**config.mk**
```make
export PLATFORM = sky130hd
export DESIGN_NAME = dqnc_ctrl
export DESIGN_NICKNAME = d
export VERILOG_FILES = /design/src/dqnc_pkg.sv /design/src/dqnc_ctrl.sv
export SDC_FILE = /design/constraint.sdc
export NUM_CORES = 1
export LEC_CHECK = 0
export BUFFER_PORTS_ARGS = -buffer_cell sky130_fd_sc_hd__buf_2
export CORE_AREA = 4 4 41 43
export CTS_CLUSTER_SIZE = 28
export DETAILED_ROUTE_END_ITERATION = 8
export DIE_AREA = 0 0 45 47
export PLACE_DENSITY = 0.52
export SYNTH_ARGS = -nofsm -noshare
export SYNTH_HDL_FRONTEND = slang
export SYNTH_SLANG_ARGS = --single-unit
```
**constraint.sdc**
```tcl
create_clock -name i_clk -period 1.6 [get_ports i_clk]
set_input_delay 0.24 -clock i_clk [delete_from_list [all_inputs] [get_ports i_clk]]
set_output_delay 0.24 -clock i_clk [all_outputs]
set_load 0.05 [all_outputs]
```
**src/dqnc_pkg.sv**
```systemverilog
// Shared types, constants and helper functions for the quadtree node count unit.
// Used by dqnc_ctrl, dqnc_datapath and dynamic_quadtree_node_count_unit.
`timescale 1ns / 1ps

package dqnc_pkg;

    // Default largest image side, as log2
    localparam int DEF_MAX_SIZE_LOG2 = 8;
    // Size register value after reset
    localparam int SIZE_LOG2_RESET   = 8;

    // Item commands
    localparam logic CMD_LOAD = 1'b0;
    localparam logic CMD_FLIP = 1'b1;

    // Block status codes
    typedef logic [1:0] t_status;
    localparam t_status ST_WHITE = 2'd0;
    localparam t_status ST_BLACK = 2'd1;
    localparam t_status ST_MIXED = 2'd2;

    // Controller states
    typedef enum logic [2:0] {
        S_CLEAR,
        S_IDLE,
        S_PIX_RD,
        S_PIX_WR,
        S_BLK_RD,
        S_BLK_WR,
        S_ROOT,
        S_DONE
    } t_state;

    // Controller to datapath commands
    typedef struct packed {
        logic latch;     // take the input item
        logic clear;     // write one clearing step
        logic pix_rd;    // read the pixel quad on the path
        logic pix_wr;    // update the pixel, rewrite its quad
        logic blk_rd;    // read the status quad at the current level
        logic blk_wr;    // update one status, rewrite its quad
        logic root;      // update the root status
        logic load_out;  // load the result register
    } t_dp_cmd;

    // Datapath to controller status
    typedef struct packed {
        logic clr_last;  // clearing sweep at its last entry
        logic skip;      // no path update for this item
        logic s_one;     // image side is two
        logic lvl_last;  // current level sits just below the root
        logic is_flip;   // item asks for a result
        logic out_busy;  // result register full and stalled
    } t_dp_sts;

    // First quad address of the tree layer that is d levels below the root
    function automatic logic [31:0] quad_base(input logic [4:0] d);
        logic [31:0] b;
        b = '0;
        for (int i = 0; i < 16; i++) begin
            if (i < int'(d)) begin
                b[2*i] = 1'b1;
            end
        end
        return b;
    endfunction

    // Status of a block from the statuses of its four quarters
    function automatic t_status merge_quad(input logic [7:0] q);
        t_status a, b, e, f;
        a = q[1:0];
        b = q[3:2];
        e = q[5:4];
        f = q[7:6];
        if (a == b && b == e && e == f && a != ST_MIXED) begin
            return a;
        end
        return ST_MIXED;
    endfunction

endpackage

```
**src/dqnc_ctrl.sv**
```systemverilog
// Controller state machine of the quadtree node count unit.
// Depends on dqnc_pkg; drives dqnc_datapath through t_dp_cmd.
`timescale 1ns / 1ps

module dqnc_ctrl (
    input  logic             i_clk,
    input  logic             i_rst_n,
    input  logic             i_in_valid,
    input  logic             i_cfg_we,
    input  dqnc_pkg::t_dp_sts i_sts,
    output dqnc_pkg::t_dp_cmd o_cmd,
    output logic             o_in_stall
);

    dqnc_pkg::t_state r_state;
    dqnc_pkg::t_state n_state;

    // State register
    always_ff @(posedge i_clk) begin
        if (!i_rst_n) begin
            r_state <= dqnc_pkg::S_CLEAR;
        end else begin
            r_state <= n_state;
        end
    end

    // Next state and commands
    always_comb begin
        n_state = r_state;
        o_cmd   = '0;
        unique case (r_state)
            dqnc_pkg::S_CLEAR: begin
                o_cmd.clear = 1'b1;
                if (i_sts.clr_last) begin
                    n_state = dqnc_pkg::S_IDLE;
                end
            end
            dqnc_pkg::S_IDLE: begin
                if (i_in_valid) begin
                    o_cmd.latch = 1'b1;
                    n_state     = dqnc_pkg::S_PIX_RD;
                end
            end
            dqnc_pkg::S_PIX_RD: begin
                if (i_sts.skip) begin
                    n_state = dqnc_pkg::S_DONE;
                end else begin
                    o_cmd.pix_rd = 1'b1;
                    n_state      = dqnc_pkg::S_PIX_WR;
                end
            end
            dqnc_pkg::S_PIX_WR: begin
                o_cmd.pix_wr = 1'b1;
                n_state = i_sts.s_one ? dqnc_pkg::S_ROOT : dqnc_pkg::S_BLK_RD;
            end
            dqnc_pkg::S_BLK_RD: begin
                o_cmd.blk_rd = 1'b1;
                n_state      = dqnc_pkg::S_BLK_WR;
            end
            dqnc_pkg::S_BLK_WR: begin
                o_cmd.blk_wr = 1'b1;
                n_state = i_sts.lvl_last ? dqnc_pkg::S_ROOT : dqnc_pkg::S_BLK_RD;
            end
            dqnc_pkg::S_ROOT: begin
                o_cmd.root = 1'b1;
                n_state    = dqnc_pkg::S_DONE;
            end
            dqnc_pkg::S_DONE: begin
                if (!i_sts.is_flip) begin
                    n_state = dqnc_pkg::S_IDLE;
                end else if (!i_sts.out_busy) begin
                    o_cmd.load_out = 1'b1;
                    n_state        = dqnc_pkg::S_IDLE;
                end
            end
            default: begin
                n_state = dqnc_pkg::S_CLEAR;
            end
        endcase
        // A size write restarts the clearing sweep
        if (i_cfg_we) begin
            n_state = dqnc_pkg::S_CLEAR;
        end
    end

    assign o_in_stall = (r_state != dqnc_pkg::S_IDLE);

    // A status rewrite always follows its own read
    a_blk_wr_after_rd: assert property (@(posedge i_clk) disable iff (!i_rst_n)
        (r_state == dqnc_pkg::S_BLK_WR) |-> ($past(r_state) == dqnc_pkg::S_BLK_RD))
        else $error("status rewrite without a preceding read");

    // A finished item with a free result register returns to idle
    a_done_leaves: assert property (@(posedge i_clk) disable iff (!i_rst_n)
        (r_state == dqnc_pkg::S_DONE && !i_sts.out_busy && !i_cfg_we)
        |=> (r_state == dqnc_pkg::S_IDLE))
        else $error("finished item did not release the unit");

endmodule

```
Word-level counts from Yosys, hierarchy flattened. Index checks and enable logic that the tools add are counted.

Bits of input ports: 10. Output and inout port bits: 9. Word-level logic and storage cells: 36. Register bits after elaboration: 3.

Mux-type cells: 20. Bitwise logic cells: 1. Equal/unequal tests: 11. Reductions and logical operators: 3.

Operators with widths (count): $pmux 3 s8 (1); $mux 3 (5); $eq 3x3->1 const B (4); $mux 1 (12); $eq 3x2->1 const B (2); $mux 2 (2); $ne 2x2->1 const B (2); $eq 3x1->1 const B (1); $logic_not 3->1 (1); $ne 3x1->1 const B (1); $ne 3x3->1 const B (1); $reduce_and 3->1 (1); $reduce_or 2->1 (1); $not 1->1 (1).

Logic depth before layout (Yosys ltp).
Depth after elaboration: 3. Depth in mapped cells: 5. Depth with buffers taken out: 4.

Worst setup path before layout. OpenSTA, ideal clock, no wires.

Kind: register to output. From: register r_state[0]. To: output port o_cmd[0] (netlist name). Stages on the path, launching flop included: 4. Data arrival time: 1669 ps. Setup slack: -309 ps. Required time: 1360 ps. Path buffers: 1. Path through: dfxtp_1 > buf_4 > nand2_1 > nor3_1.

RTL lines: start: declaration (line dqnc_ctrl.sv:15) `dqnc_pkg::t_state r_state;`; start signal: assignment (line dqnc_ctrl.sv:21) `r_state <= dqnc_pkg::S_CLEAR;`; start signal: assignment (line dqnc_ctrl.sv:23) `r_state <= n_state;`; end: declaration (line dqnc_ctrl.sv:11) `output dqnc_pkg::t_dp_cmd o_cmd,`.

==> impl_metrics.ini <==
[yosys]
synth_top_area_frac = 0.2017
yosys_warnings = 0
synth_area_leaders = dfxtp_1 (20%), nor2_1 (13%), a2111oi_2 (10%)
syn_area_per_cell_um2 = 7.090
synth_cells = 42
yosysTopAreaCell = dfxtp_1
synthesis.area_um2 = 297.8
synth_fp_nets = 52
netlist-cell-type-count = 19
ys_seq_area_frac = 0.2017
ys_ff_latch = 3

[pwr]
p_per_area_mw_per_mm2 = 642.6
ir_drop_v = 0.0002396
finalPower_w = 0.0002726
p_leak_nw = 0.1934

[global_routing]
grt_overflow = 0
grt_pass1_wl_um = 1235
grtUsageTotal = 0.07972
antenna_found_initial = 0
grt_max_degree = 16
grt_pass1_vias = 319

[critical_path]
worstPathRequired_ns = 1.36
critPathKind = flop to output port
worst_path_max_delay_cell = dfxtp_2
critPathLaunchType = flop
max_stage_delay_ns = 0.38
cp-end-kind = output port
crit_chain = nor2_2 -> and3_1 -> buf_2
worst_ep_arrival_time_ns = 1.27
worstPathMaxFanout = 10

[sta]
fin_setup_tns_ns = 0
worst_slew_pin_slew_ns = 0.2777
fmax_mhz = 664.2
hold_ws_ns = 0.2038
hold_viol_final = 0
finalSetupViolations = 0
final_max_slew_viol_count = 0
rsz0062_at_grt = no
slew_headroom = 0.8096
finalCritPeriodShare = 0.9410
clock_skew_ns = 0.001862
fin_crit_ns = 1.506

[finish]
top_register = r_state
final_cells = 76
fill_cells = 159
final_nets = 72
reg_top3 = r_state (3)
ff_latch_area_um2 = 63.81
final_common_cell = buf_2
final_area_um2 = 424.2
antennaDiodeCount = 0
area_growth_pct = 42.44
final_cell_mix = buf_2 (18), nor2_1 (9)
drive_gt1_frac = 0.5574
largest_reg_flops = 3
multi_input_area_um2 = 214.0

[clocking]
cts.path.max_buffers = 2
clockRootBuffer = clkbuf_4
ctsHoldBuffers = 0
cts_buffers = 3
cts_tree = built
cts.htree.levels = 1
cts_setup_buffers = 0
cts.sinks = 3
insertion_delay_ns = 0.23
clk_pin_slew_worst_paths_ns = 0.04

[placement]
dp_hpwl_um = 590.8
dp.cells = 72
io_buffers = 18
gp_congestion = 0.7587
place_area_um2 = 391.6

[floorplan]
die-area_mm2 = 0.002115
io_pins = 19
row_count = 13
core_mm2 = 0.001301
fp.dieW_um = 45
start_util = 0.2288
die_h_um = 47

[detailed_routing]
via_per_inst = 4.421
wl_um = 751
drt_pass1_iterations = 2
wire_per_inst_um = 9.882
first_iter_violations = 6
drcViolationCount = 0
antenna_left = 0
vias = 336

[flow_run]
cap_violations = 0

[worst_hold_path]
min_path_type = input port to flop

[outcome]
run_status = finished clean
[through the flow]
stage                     setup WS, ns  utilization
after floorplan                0.05122            -
after global placement          0.1363       0.3010
after detailed placement        0.1835       0.3010
after CTS                      0.02855       0.3250
after global routing           0.02771       0.3260
final                          0.09439       0.3260
[critical path: cells and delay by family, from the launching register on]
kind,cells,cell delay [ns]
buffers and inverters,1,0.26
flip-flops,1,0.38
AND/OR/NAND/NOR,2,0.40
[synthesized netlist by cell type (all sizes together)]
cell type / instances
nor2: 10
nor3: 5
a21oi: 4
nand2: 4
buf: 3
dfxtp: 3
inv: 3
a2111oi: 2
nand2b: 2
o21ai: 2
and3: 1
mux2i: 1
nor2b: 1
nor4: 1
[cell type report]
cell class,count,share of cell area
Sequential cell,3,0.1504
Tap cell,15,0.04425
Inverter,3,0.02655
Clock buffer,4,0.06195
Timing Repair Buffer,18,0.2124
Multi-Input combinational cell,33,0.5044
[metal layers]
metal | global-route usage | part of all wire | up-vias
met3 | 0.01916 | 0.083 | 0
met1 | 0.1066 | 0.47 | 139
met5 | 0 | 0 | -
met4 | 0.05263 | 0 | 0
li1 | - | - | 183
met2 | 0.1130 | 0.45 | 14
[path summary, 6_finish.rpt]
| kind | depth (start not counted) | endpoint | slack [ns] | startpoint |
|---|---|---|---|---|
| worst min register to register | 2 | r_state[0] | 0.59 | r_state[2] |
| worst min-delay path | 2 | r_state[1] | 0.20 | i_cfg_we |
| worst max register to register | 4 | r_state[1] | 0.38 | r_state[0] |
| worst max-delay path | 3 | o_cmd[7] | 0.09 | r_state[1] |
[repair_timing]
action	in CTS	in global routing
pin swaps	0	0
setup endpoints to repair	5	4
gates resized for setup	3	1
hold endpoints to repair	0	0
[report_power, final]
part	internal [W]	switching [W]	leakage, nW	total, W
registers	0.0000774	0.00000703	0.0258	0.0000844
clock network	0.0000935	0.0000392	0.0150	0.000133
logic	0.0000201	0.0000354	0.153	0.0000554
[cells by family after synthesis]
family,Yosys count,share of synthesized area
compound gates,8,0.2269
buf+inv,6,0.1387
flops,3,0.2017
mux,1,0.03361
simple gates,24,0.3992
Note: power is estimated with default switching activity, not from simulation.
